--- config.mk ---
export PLATFORM = sky130hd
export DESIGN_NAME = lsc_queue
export DESIGN_NICKNAME = d
export VERILOG_FILES = /design/src/rtl/lsc_pkg.sv /design/src/rtl/lsc_queue.sv
export SDC_FILE = /design/constraint.sdc
export NUM_CORES = 1
export LEC_CHECK = 0
export BUFFER_PORTS_ARGS = -buffer_cell sky130_fd_sc_hd__buf_2
export CORE_MARGIN = 4
export CORE_UTILIZATION = 50
export DETAILED_ROUTE_END_ITERATION = 8
export PLACE_DENSITY = 0.66
export SYNTH_ARGS = -nofsm -noshare
export SYNTH_HDL_FRONTEND = slang
export SYNTH_SLANG_ARGS = --single-unit
--- constraint.sdc ---
create_clock -name clk -period 3.6 [get_ports clk]
set_input_delay 0.72 -clock clk [delete_from_list [all_inputs] [get_ports clk]]
set_output_delay 0.72 -clock clk [all_outputs]
set_load 0.05 [all_outputs]
--- src/rtl/lsc_pkg.sv ---
// Shared types, constants and the arctangent table of the laser scan cell classifier.
// No dependencies; every other file of the block imports it.
package lsc_pkg;

  localparam int GRID_SIDE_DEF = 64;
  localparam int BEAMS         = 181;
  localparam int LAST_BEAM     = 180;
  localparam int CORDIC_STEPS  = 16;
  localparam int PRESCALE_SH   = 20;
  localparam int ZW            = 26;
  localparam int QUEUE_DEPTH   = 32;

  localparam logic [ZW-1:0] Z_QUARTER  = ZW'(90 * 65536);
  localparam logic [ZW-1:0] Z_HALF_DEG = ZW'(32768);
  localparam logic [11:0]   CELL_SIZE_RST = 12'd469;

  localparam logic REQ_WRITE = 1'b0;
  localparam logic REQ_QUERY = 1'b1;

  typedef enum logic [1:0] {
    CLS_UNKNOWN = 2'd0,
    CLS_FREE    = 2'd1,
    CLS_WALL    = 2'd2
  } cls_t;

  typedef struct packed {
    logic        req_type;
    logic [7:0]  beam_index;
    logic [14:0] beam_range;
    logic [5:0]  cell_x;
    logic [5:0]  cell_y;
  } lsc_item_t;

  typedef struct packed {
    logic [1:0] cell_class;
    logic [5:0] cell_x;
    logic [5:0] cell_y;
  } lsc_res_t;

  // Width of a signed cell offset; the 6-bit cell ports reach past a small grid
  function automatic int off_width(input int grid);
    int gw;
    gw = $clog2(grid);
    return ((gw > 6) ? gw : 6) + 2;
  endfunction

  // Arctangent of 2^-i in degrees, Q16.16
  function automatic logic [ZW-1:0] atan_q16(input int idx);
    case (idx)
      0:       return ZW'(2949120);
      1:       return ZW'(1740967);
      2:       return ZW'(919879);
      3:       return ZW'(466945);
      4:       return ZW'(234379);
      5:       return ZW'(117304);
      6:       return ZW'(58666);
      7:       return ZW'(29335);
      8:       return ZW'(14668);
      9:       return ZW'(7334);
      10:      return ZW'(3667);
      11:      return ZW'(1833);
      12:      return ZW'(917);
      13:      return ZW'(458);
      14:      return ZW'(229);
      15:      return ZW'(115);
      default: return '0;
    endcase
  endfunction

endpackage

--- src/rtl/lsc_queue.sv ---
// Result queue with a credit count covering results still in the pipeline.
// Depends on lsc_pkg.
module lsc_queue import lsc_pkg::*; #(
  parameter int DEPTH = QUEUE_DEPTH
) (
  input  logic     clk,
  input  logic     rst_n,
  input  logic     reserve,
  output logic     full,
  input  logic     push,
  input  lsc_res_t push_data,
  input  logic     pop,
  output logic     empty,
  output lsc_res_t pop_data
);

  localparam int AW = (DEPTH > 1) ? $clog2(DEPTH) : 1;
  localparam int CW = $clog2(DEPTH + 1);

  lsc_res_t      buf_r [0:DEPTH-1];
  logic [AW-1:0] wr_ptr_r, rd_ptr_r;
  logic [CW-1:0] count_r, count_nxt;
  logic [CW-1:0] credit_r, credit_nxt;
  logic          do_pop;

  assign do_pop = pop && !empty;
  assign empty  = count_r == '0;
  assign full   = credit_r == CW'(DEPTH);

  // Track stored results and all results promised to accepted queries
  always_comb begin
    count_nxt  = count_r + CW'(push) - CW'(do_pop);
    credit_nxt = credit_r + CW'(reserve) - CW'(do_pop);
  end

  always_ff @(posedge clk) begin
    if (!rst_n) begin
      wr_ptr_r <= '0;
      rd_ptr_r <= '0;
      count_r  <= '0;
      credit_r <= '0;
    end else begin
      count_r  <= count_nxt;
      credit_r <= credit_nxt;
      if (push) begin
        wr_ptr_r <= (wr_ptr_r == AW'(DEPTH - 1)) ? '0 : wr_ptr_r + 1'b1;
      end
      if (do_pop) begin
        rd_ptr_r <= (rd_ptr_r == AW'(DEPTH - 1)) ? '0 : rd_ptr_r + 1'b1;
      end
    end
  end

  always_ff @(posedge clk) begin
    if (push) begin
      buf_r[wr_ptr_r] <= push_data;
    end
  end

  assign pop_data = buf_r[rd_ptr_r];

endmodule

==> reports/metrics.csv <==
metric;value;unit
cp.required;2.88;ns
syn_nets;1050;
drt-initial-drc-count;836;
synth_area_leaders;edfxtp_1, mux4_2, mux2i_1;
die_h;201.7;um
numClockSinks;475;
grt_max_degree;91;
grt_first_pass_wirelength;61150;um
cts_tree;yes;
place_congestion;0.7685;
synth_warnings;0;
startpoint_type;flop;
worst_hold_slack;0.4808;ns
synth_top_family_by_area;multiplexers;
synth_ff_type;edfxtp_1;
use_met2;31.42;%
first_global_vias;9636;
p_leak;6.777;nW
hold_viol;0;
clk_latency;0.58;ns
hpwlAfterDp;23560;um
power;12.68;mW
p_int;9.594;mW
synth-edff-count;448;
num_vias;9601;
synth_area;18760;um^2
synth_mux_area_share;12.91;%
synth_top_area_cell;edfxtp_1;
top_usage_layer;met2;
cp_max_fo;28;
swShare;24.34;%
area_delta_synth_final;14.06;%
gr-usage-met3;4.964;%
peakVddDrop;0.4844;mV
synth_area_per_cell;18.65;um^2
synth_xor_xnor_area_share;0.2334;%
row_count;70;
status;finished clean;
die-area;40690;um^2
fin_skew;0.02782;ns
initial_core_util;51.01;%
io_pins;35;
powerDensity;592.5;nW/um^2
hp-class;in -> reg;
clk_pin_slew_worst_paths;0.06;ns
core_area;36790;um^2
synth_compound_area_share;4.675;%
slew-limit-headroom;41.34;%
fin_tns_setup;0;ns
async_flop_share;0;%
pwr-share-seq;48.9;%
antenna_found_initial;0;
power.switching;3.087;mW
cp-end-kind;output port;
drtAntennaViolNets;0;
viasPerCell;6.008;
ys_ff_latch;475;
cp.arrival;2.76;ns
combPwrFrac;13.3;%
drcViolationCount;0;
yosys.area_share.simple;3.981;%
synth_cells;1006;
finalCoreUtilization;58.18;%
max-clock-path-buffers;3;
drv_slew;0;
htreeDepth;2;
drt_wl_total;40920;um
max_freq;287.2;MHz
fin_crit;3.482;ns
die_w;201.7;um
port_buffers;34;
p_clk_share;37.8;%
final_layout_size_suffix_gt1_share;22.05;%
synth_top_area_share;71.70;%
cts_made_buffers;48;
crit_type;reg -> out;
firstDrtPassIters;5;
final.fill_count;2739;
fin_nets;1141;
worst_pin_slew;0.8781;ns
ys_seq_area_share;74.58;%
use_met1;28.57;%
synth_cell_types;50;
period_share;96.73;%
overflow;0;
synthAdderAreaFrac;1.747;%
wl_per_cell;25.61;um
track_usage;20.10;%
cts-root-buf;clkbuf_16;
setup_viol;0;
max_cap_viol_count;0;
## layer usage
metal,vias to the layer above,routed length (um)
met4,0,760
met2,334,19420
met5,-,0
met3,52,3220
li1,4254,-
met1,4961,17520
## stage by stage
stage               std cells  area (um^2)  setup WS (ns)
floorplan                1006        18770       0.005784
global placement         1510        19810         0.4298
detailed placement       1510        19810         0.4197
CTS                      1597        21350        0.01501
global route             1597        21400      -0.007557
finish                   1598        21400         0.1176
## repair_timing
item | CTS | global route
hold endpoints to repair | 0 | 0
hold buffers | 0 | 0
pin swaps | 0 | 0
buffers inserted | 5 | 0
setup endpoints to repair | 13 | 5
cloned | 0 | 0
gates resized for setup | 1 | 6
## power by group through the flow
stage                     Clock [mW]  Combinational, mW  Sequential [mW]
final                           4.79               1.69             6.20
after global routing            5.13               1.85             6.21
after CTS                       4.87               1.70             6.20
after detailed placement           0               1.66             6.33
after global placement             0               1.63             6.33
after floorplan                    0               1.22             6.30
## path summary, 6_finish.rpt
path / from / endpoint / slack, ns / cells after the start
worst min register to register: rd_ptr_r[1] / flop / 0.50 / 2
worst min-delay path: reserve / credit_r[0] / 0.48 / 3
worst max-delay path: flop / pop_data[1] / 0.12 / 7
worst max register to register: count_r[3] / credit_r[4] / 0.58 / 14
## critical path, stage by stage, from the launching register on
cell     delay (ns)
dfxtp_4        0.40
buf_4          0.15
buf_4          0.15
nor2b_4        0.67
a22oi_1        0.20
nand3_1        0.21
nand3_1        0.17
buf_2          0.25
## state kept, by name, summed over array words and instances (netlist names), named ones only
signal	cells
wr_ptr_r	5
rd_ptr_r	5
credit_r	6
count_r	6
buf_r	448
## kinds of logic (layout without fill, tap and decap cells)
logic type / count (synthesis) / in the layout
xor+xnor: 5 / 5
compound gates: 108 / 108
buf+inv: 74 / 197
flops: 475 / 475
other cells: 0 / 1
mux: 172 / 172
simple gates: 147 / 147
fa+ha+maj: 25 / 25
## cell usage after synthesis (2+ instances only)
cell type,number
edfxtp_1,448
mux2i_1,116
a22oi_1,57
mux4_2,56
nand3_1,47
nor2_1,40
dfxtp_1,27
buf_2,25
ha_1,23
clkbuf_1,21
inv_1,21
nor3_1,16
a22o_1,14
a221oi_2,11
a21oi_1,9
nand2_1,9
o21ai_0,6
nand2b_1,5
and2_1,4
and3_1,4
xnor2_1,4
a221oi_1,3
buf_6,3
nor2b_1,3
a21o_1,2
a31oi_1,2
fa_1,2
nand3b_1,2
nand4_1,2
nor3b_1,2
nor4_1,2
or3_1,2
## layout by cell type, fill, tap and decap left out, drive strengths merged, types with 5 or more instances in the layout
cell type,count
edfxtp,448
a21oi,9
o21ai,6
a22o,14
mux4,56
nand2b,5
inv,23
bufinv,5
nand3,47
mux2i,116
clkbuf,58
nor3,16
a221oi,14
nand2,9
clkinv,17
a22oi,57
ha,23
dfxtp,27
buf,93
nor2,41
## final cells by class
type	count	area [um^2]	area share, %
Antenna cell	1	2.502	0.01169
Clock buffer	58	1239	5.788
Clock inverter	24	257.7	1.204
Inverter	22	82.58	0.3859
Multi-Input combinational cell	457	4544	21.23
Sequential cell	475	14000	65.42
Tap cell	468	585.6	2.736
Timing Repair Buffer	93	688.2	3.216
Note: power is estimated with default switching activity, not from simulation.
