==> src/rtl/lsc_pkg.sv <==
// Shared types, constants and the arctangent table of the laser scan cell classifier.
// No dependencies; every other file of the block imports it.
package lsc_pkg;

  localparam int GRID_SIDE_DEF = 64;
  localparam int BEAMS         = 181;
  localparam int LAST_BEAM     = 180;
  localparam int CORDIC_STEPS  = 16;
  localparam int PRESCALE_SH   = 20;
  localparam int ZW            = 26;
  localparam int QUEUE_DEPTH   = 32;

  localparam logic [ZW-1:0] Z_QUARTER  = ZW'(90 * 65536);
  localparam logic [ZW-1:0] Z_HALF_DEG = ZW'(32768);
  localparam logic [11:0]   CELL_SIZE_RST = 12'd469;

  localparam logic REQ_WRITE = 1'b0;
  localparam logic REQ_QUERY = 1'b1;

  typedef enum logic [1:0] {
    CLS_UNKNOWN = 2'd0,
    CLS_FREE    = 2'd1,
    CLS_WALL    = 2'd2
  } cls_t;

  typedef struct packed {
    logic        req_type;
    logic [7:0]  beam_index;
    logic [14:0] beam_range;
    logic [5:0]  cell_x;
    logic [5:0]  cell_y;
  } lsc_item_t;

  typedef struct packed {
    logic [1:0] cell_class;
    logic [5:0] cell_x;
    logic [5:0] cell_y;
  } lsc_res_t;

  // Width of a signed cell offset; the 6-bit cell ports reach past a small grid
  function automatic int off_width(input int grid);
    int gw;
    gw = $clog2(grid);
    return ((gw > 6) ? gw : 6) + 2;
  endfunction

  // Arctangent of 2^-i in degrees, Q16.16
  function automatic logic [ZW-1:0] atan_q16(input int idx);
    case (idx)
      0:       return ZW'(2949120);
      1:       return ZW'(1740967);
      2:       return ZW'(919879);
      3:       return ZW'(466945);
      4:       return ZW'(234379);
      5:       return ZW'(117304);
      6:       return ZW'(58666);
      7:       return ZW'(29335);
      8:       return ZW'(14668);
      9:       return ZW'(7334);
      10:      return ZW'(3667);
      11:      return ZW'(1833);
      12:      return ZW'(917);
      13:      return ZW'(458);
      14:      return ZW'(229);
      15:      return ZW'(115);
      default: return '0;
    endcase
  endfunction

endpackage

==> src/rtl/lsc_bearing.sv <==
// Front end: cell offsets and a 16-stage vectoring CORDIC pipeline giving the beam bearing.
// Depends on lsc_pkg.
module lsc_bearing import lsc_pkg::*; #(
  parameter int GRID_SIDE = GRID_SIDE_DEF
) (
  input  logic                                   clk,
  input  logic                                   rst_n,
  input  logic                                   in_valid,
  input  lsc_item_t                              in_item,
  output logic                                   out_valid,
  output lsc_item_t                              out_item,
  output logic signed [off_width(GRID_SIDE)-1:0] out_ux,
  output logic signed [off_width(GRID_SIDE)-1:0] out_uy,
  output logic                                   out_hit,
  output logic [7:0]                             out_addr
);

  localparam int UW = off_width(GRID_SIDE);
  localparam int XW = UW + PRESCALE_SH + 2;
  localparam int DW = ZW - 16;

  logic                 v_r    [0:CORDIC_STEPS];
  lsc_item_t            item_r [0:CORDIC_STEPS];
  logic signed [UW-1:0] ux_r   [0:CORDIC_STEPS];
  logic signed [UW-1:0] uy_r   [0:CORDIC_STEPS];
  logic signed [XW-1:0] x_r    [0:CORDIC_STEPS];
  logic signed [XW-1:0] y_r    [0:CORDIC_STEPS];
  logic signed [ZW-1:0] z_r    [0:CORDIC_STEPS];

  logic signed [UW-1:0] ux0, uy0;
  logic signed [XW-1:0] uxw, uyw;

  // Offsets from the sensor cell
  assign ux0 = $signed(UW'(in_item.cell_x)) - $signed(UW'(GRID_SIDE / 2));
  assign uy0 = $signed(UW'(GRID_SIDE - 1)) - $signed(UW'(in_item.cell_y));
  assign uxw = {{(XW-UW){ux0[UW-1]}}, ux0};
  assign uyw = {{(XW-UW){uy0[UW-1]}}, uy0};

  // Entry stage: prescale, pre-rotate left half-plane by a quarter turn
  always_ff @(posedge clk) begin
    if (!rst_n) begin
      v_r[0] <= 1'b0;
    end else begin
      v_r[0] <= in_valid;
    end
  end

  always_ff @(posedge clk) begin
    item_r[0] <= in_item;
    ux_r[0]   <= ux0;
    uy_r[0]   <= uy0;
    if (ux0 < 0) begin
      x_r[0] <= uyw <<< PRESCALE_SH;
      y_r[0] <= (-uxw) <<< PRESCALE_SH;
      z_r[0] <= $signed(Z_QUARTER);
    end else begin
      x_r[0] <= uxw <<< PRESCALE_SH;
      y_r[0] <= uyw <<< PRESCALE_SH;
      z_r[0] <= '0;
    end
  end

  // Micro-rotation stages, one shift distance each
  for (genvar i = 0; i < CORDIC_STEPS; i++) begin : g_step
    logic signed [XW-1:0] xsh, ysh;
    assign xsh = x_r[i] >>> i;
    assign ysh = y_r[i] >>> i;

    always_ff @(posedge clk) begin
      if (!rst_n) begin
        v_r[i+1] <= 1'b0;
      end else begin
        v_r[i+1] <= v_r[i];
      end
    end

    always_ff @(posedge clk) begin
      item_r[i+1] <= item_r[i];
      ux_r[i+1]   <= ux_r[i];
      uy_r[i+1]   <= uy_r[i];
      if (y_r[i] > 0) begin
        x_r[i+1] <= x_r[i] + ysh;
        y_r[i+1] <= y_r[i] - xsh;
        z_r[i+1] <= z_r[i] + $signed(atan_q16(i));
      end else begin
        x_r[i+1] <= x_r[i] - ysh;
        y_r[i+1] <= y_r[i] + xsh;
        z_r[i+1] <= z_r[i] - $signed(atan_q16(i));
      end
    end
  end

  // Round the angle to whole degrees and pick the beam
  logic signed [ZW-1:0] zl, zr;
  logic [DW-1:0]        deg;

  assign zl  = z_r[CORDIC_STEPS];
  assign zr  = zl + $signed(Z_HALF_DEG);
  assign deg = zr[ZW-1:16];

  always_comb begin
    out_hit  = 1'b0;
    out_addr = '0;
    if (uy_r[CORDIC_STEPS] < 0) begin
      out_hit = 1'b0;
    end else if (uy_r[CORDIC_STEPS] == 0) begin
      // on the sensor line: straight left reads beam zero, right or centre is unknown
      out_hit = ux_r[CORDIC_STEPS] < 0;
    end else if (zl < 0) begin
      out_hit = 1'b0;
    end else if (deg >= DW'(1) && deg <= DW'(LAST_BEAM)) begin
      out_hit  = 1'b1;
      out_addr = 8'(DW'(LAST_BEAM) - deg);
    end
  end

  assign out_valid = v_r[CORDIC_STEPS];
  assign out_item  = item_r[CORDIC_STEPS];
  assign out_ux    = ux_r[CORDIC_STEPS];
  assign out_uy    = uy_r[CORDIC_STEPS];

endmodule

==> config.mk <==
export PLATFORM = sky130hd
export DESIGN_NAME = lsc_bearing
export DESIGN_NICKNAME = d
export VERILOG_FILES = /design/src/rtl/lsc_pkg.sv /design/src/rtl/lsc_bearing.sv
export SDC_FILE = /design/constraint.sdc
export NUM_CORES = 2
export LEC_CHECK = 0
export ABC_AREA = 1
export BUFFER_PORTS_ARGS = -buffer_cell sky130_fd_sc_hd__buf_2
export CORE_MARGIN = 8
export CORE_UTILIZATION = 45
export DETAILED_ROUTE_END_ITERATION = 6
export MAX_ROUTING_LAYER = met4
export PLACE_DENSITY = 0.61
export SLEW_MARGIN = 20
export SYNTH_ARGS = -nofsm -noshare
export SYNTH_HDL_FRONTEND = slang
export SYNTH_SLANG_ARGS = --single-unit
==> constraint.sdc <==
create_clock -name clk -period 5.8 [get_ports clk]
set_input_delay 1.45 -clock clk [delete_from_list [all_inputs] [get_ports clk]]
set_output_delay 1.45 -clock clk [all_outputs]
set_load 0.005 [all_outputs]
==> results.cfg <==
[die]
coreArea_sq_mm = 0.220
dieArea_sq_mm = 0.236
num_rows = 172
die_w_um = 486
die_h_um = 486
top_level_ports = 101
start_util_pct = 45.2

[timing]
max_freq_ghz = 0.203
worst_slew_pin_slew_ps = 1050
period_minus_slack_ps = 4910
setup_viol = 0
finalHoldViolCount = 0
slew_violations = 0
rsz0062_at_grt = false
final.setup.tns_ps = 0
worst_slew_margin_rel_pct = 29.5
fin_crit_sh_pct = 84.7
fin_skew_ps = 43.2

[clock_tree]
clk_pin_slew_ps = 60
postCtsHoldBufs = 0
cts_resized = 0
clkSinkCount = 1795
root_buffer = clkbuf_16
htree_levels = 4
clkLatencyLatePin_ps = 850
cts_made_buffers = 187
clk_path_buf_depth = 3
cts_tree = done
cts_setup_buffers = 0

[finish]
mostFrequentLayoutCell = nand2_1
final_util_pct = 50.2
drive_gt1_share_pct = 4.15
syn_to_final_growth_pct = 10.9
nNetsFinal = 14097
layout_common_cells = nand2_1, dfxtp_1, inv_1, nor2_1, a21oi_1

[synthesis]
synth.avg_cell_area_sq_um = 7.77
syn_area_sq_mm = 0.0993
synth_enable_flop_cells = 0
ys_seq_area_share_pct = 36.2
ys_ff_latch = 1795
ys_types = 63
ys_warn_count = 0
ys.flop_type = dfxtp_1
syn_inst = 12778
async_flop_share_pct = 0

[setup_path]
crit_fanout = 20
crit_required_ps = 6550
crit_type = flip-flop to flip-flop
reg2reg_depth = 24
critPathLaunchType = flip-flop
arrival_ps = 5670
end_kind = flip-flop

[grt]
grt_antenna_before_repair = 2
grt_max_degree = 51
grt_pass1_vias = 81069
overflow = 0
grt_first_pass_wirelength_um = 432000
grt_use_total_pct = 22.8

[job]
drv_cap = 0

[routing]
first_pass_iters = 7
post_drt_wl_per_cell_um = 16.9
drt-initial-drc-count = 5647
vias_per_cell = 5.19
finalWirelength_um = 272000
ant_nets = 0
remaining_drc_errors = 3
dr_total_vias = 83415

[run_status]
violations = DRC
run_status = complete, but fails checks

[worst_hold_path]
min-delay-path-class = flip-flop to flip-flop
holdPathStages = 0

[placement]
routabilityCongestion = 0.972
port-buffer-count = 98
dp_hpwl_um = 225000
[synth_stat cells, types with 22 or more instances]
library cell  number  area, sq um
a211oi_1          35          263
a21boi_0          67          503
a21o_1           112          841
a21oi_1         1032         5160
a221oi_1          22          193
a31oi_1          134          838
buf_2             23          115
clkbuf_1          28          105
dfxtp_1         1795        35900
fa_1              33          661
ha_1             992        12400
inv_1           1573         5900
nand2_1         2316         8690
nand3_1          434         2170
nand4_1          133          832
nor2_1          1344         5040
nor3_1           259         1300
nor4_1            65          407
o211ai_1          40          300
o21a_1            30          225
o21ai_0          633         3170
o21ai_1           35          175
o21bai_1          66          495
o31ai_1           52          390
or2_2             34          213
xnor2_1          413         3620
xor2_1           906         7940
[worst paths after layout]
check                                    from        endpoint  slack (ps)
worst min register to register  item_r[1][74]  item_r[1][110]         300
worst max-delay path               x_r[5][10]      y_r[6][25]         890
worst min-delay path            item_r[1][74]  item_r[1][110]         300
worst max register to register     x_r[5][10]      y_r[6][25]         890
[worst max-delay path: stages, from the launching register on]
cell	delay (ps)
dfxtp_1	390
inv_1	140
ha_1	250
inv_1	90
nor2_2	190
nand3_1	130
nor2_1	170
nand2_1	110
nor2_1	140
nand2_1	130
nor3_2	160
inv_1	100
ha_1	210
inv_1	230
buf_4	310
a31oi_1	90
xor2_1	160
ha_1	360
nand2_1	90
o21ai_0	270
a21oi_1	180
o21ai_0	350
a21oi_1	180
o21ai_0	230
xor2_1	170
[routing by layer]
| metal | global-route usage [%] | wire length (um) |
|---|---|---|
| met5 | - | 0 |
| met4 | 5.18 | 5540 |
| met3 | 2.61 | 12100 |
| met2 | 37.0 | 124000 |
| met1 | 30.7 | 131000 |
[flip-flops by register name, indices dropped and copies added, names as in the netlist]
name / count
uy_r: 102
v_r: 17
item_r: 612
y_r: 370
x_r: 326
ux_r: 17
z_r: 351
[logic make-up after synthesis]
logic type	Yosys count	synth area share, %
other	1	0.00378
XOR/XNOR	1319	11.6
AO/OA/AOI/OAI	2321	13.2
flip-flops	1795	36.2
AND/OR/NAND/NOR	4650	19.3
buffers and inverters	1662	6.41
adder cells (fa/ha/maj)	1025	13.2
multiplexers	5	0.0504
[cell type report]
type / count / area (sq um)
multi-input combinational: 9326 / 57000
antenna: 1 / 2.50
sequential: 1795 / 35900
tap: 2871 / 3590
clock inverter: 95 / 1510
clock buffer: 253 / 5310
timing repair buffer: 137 / 783
fill: 21563 / 109000
inverter: 1586 / 5950
[per-stage QoR]
stage / worst slack, ps / instances / cell area [sq um] / hold WS [ps]
2_1_floorplan: 1300 / 12783 / 99300 / 310
3_3_place_gp: 762 / 15715 / 103000 / 309
3_5_place_dp: 867 / 15715 / 103000 / 312
4_1_cts: 878 / 16063 / 110000 / 303
5_1_grt: 356 / 16064 / 110000 / 310
6_report: 886 / 16064 / 110000 / 305
Power is not shown: default switching activity piles up to over one toggle a cycle in this logic, so the estimate is an artifact.
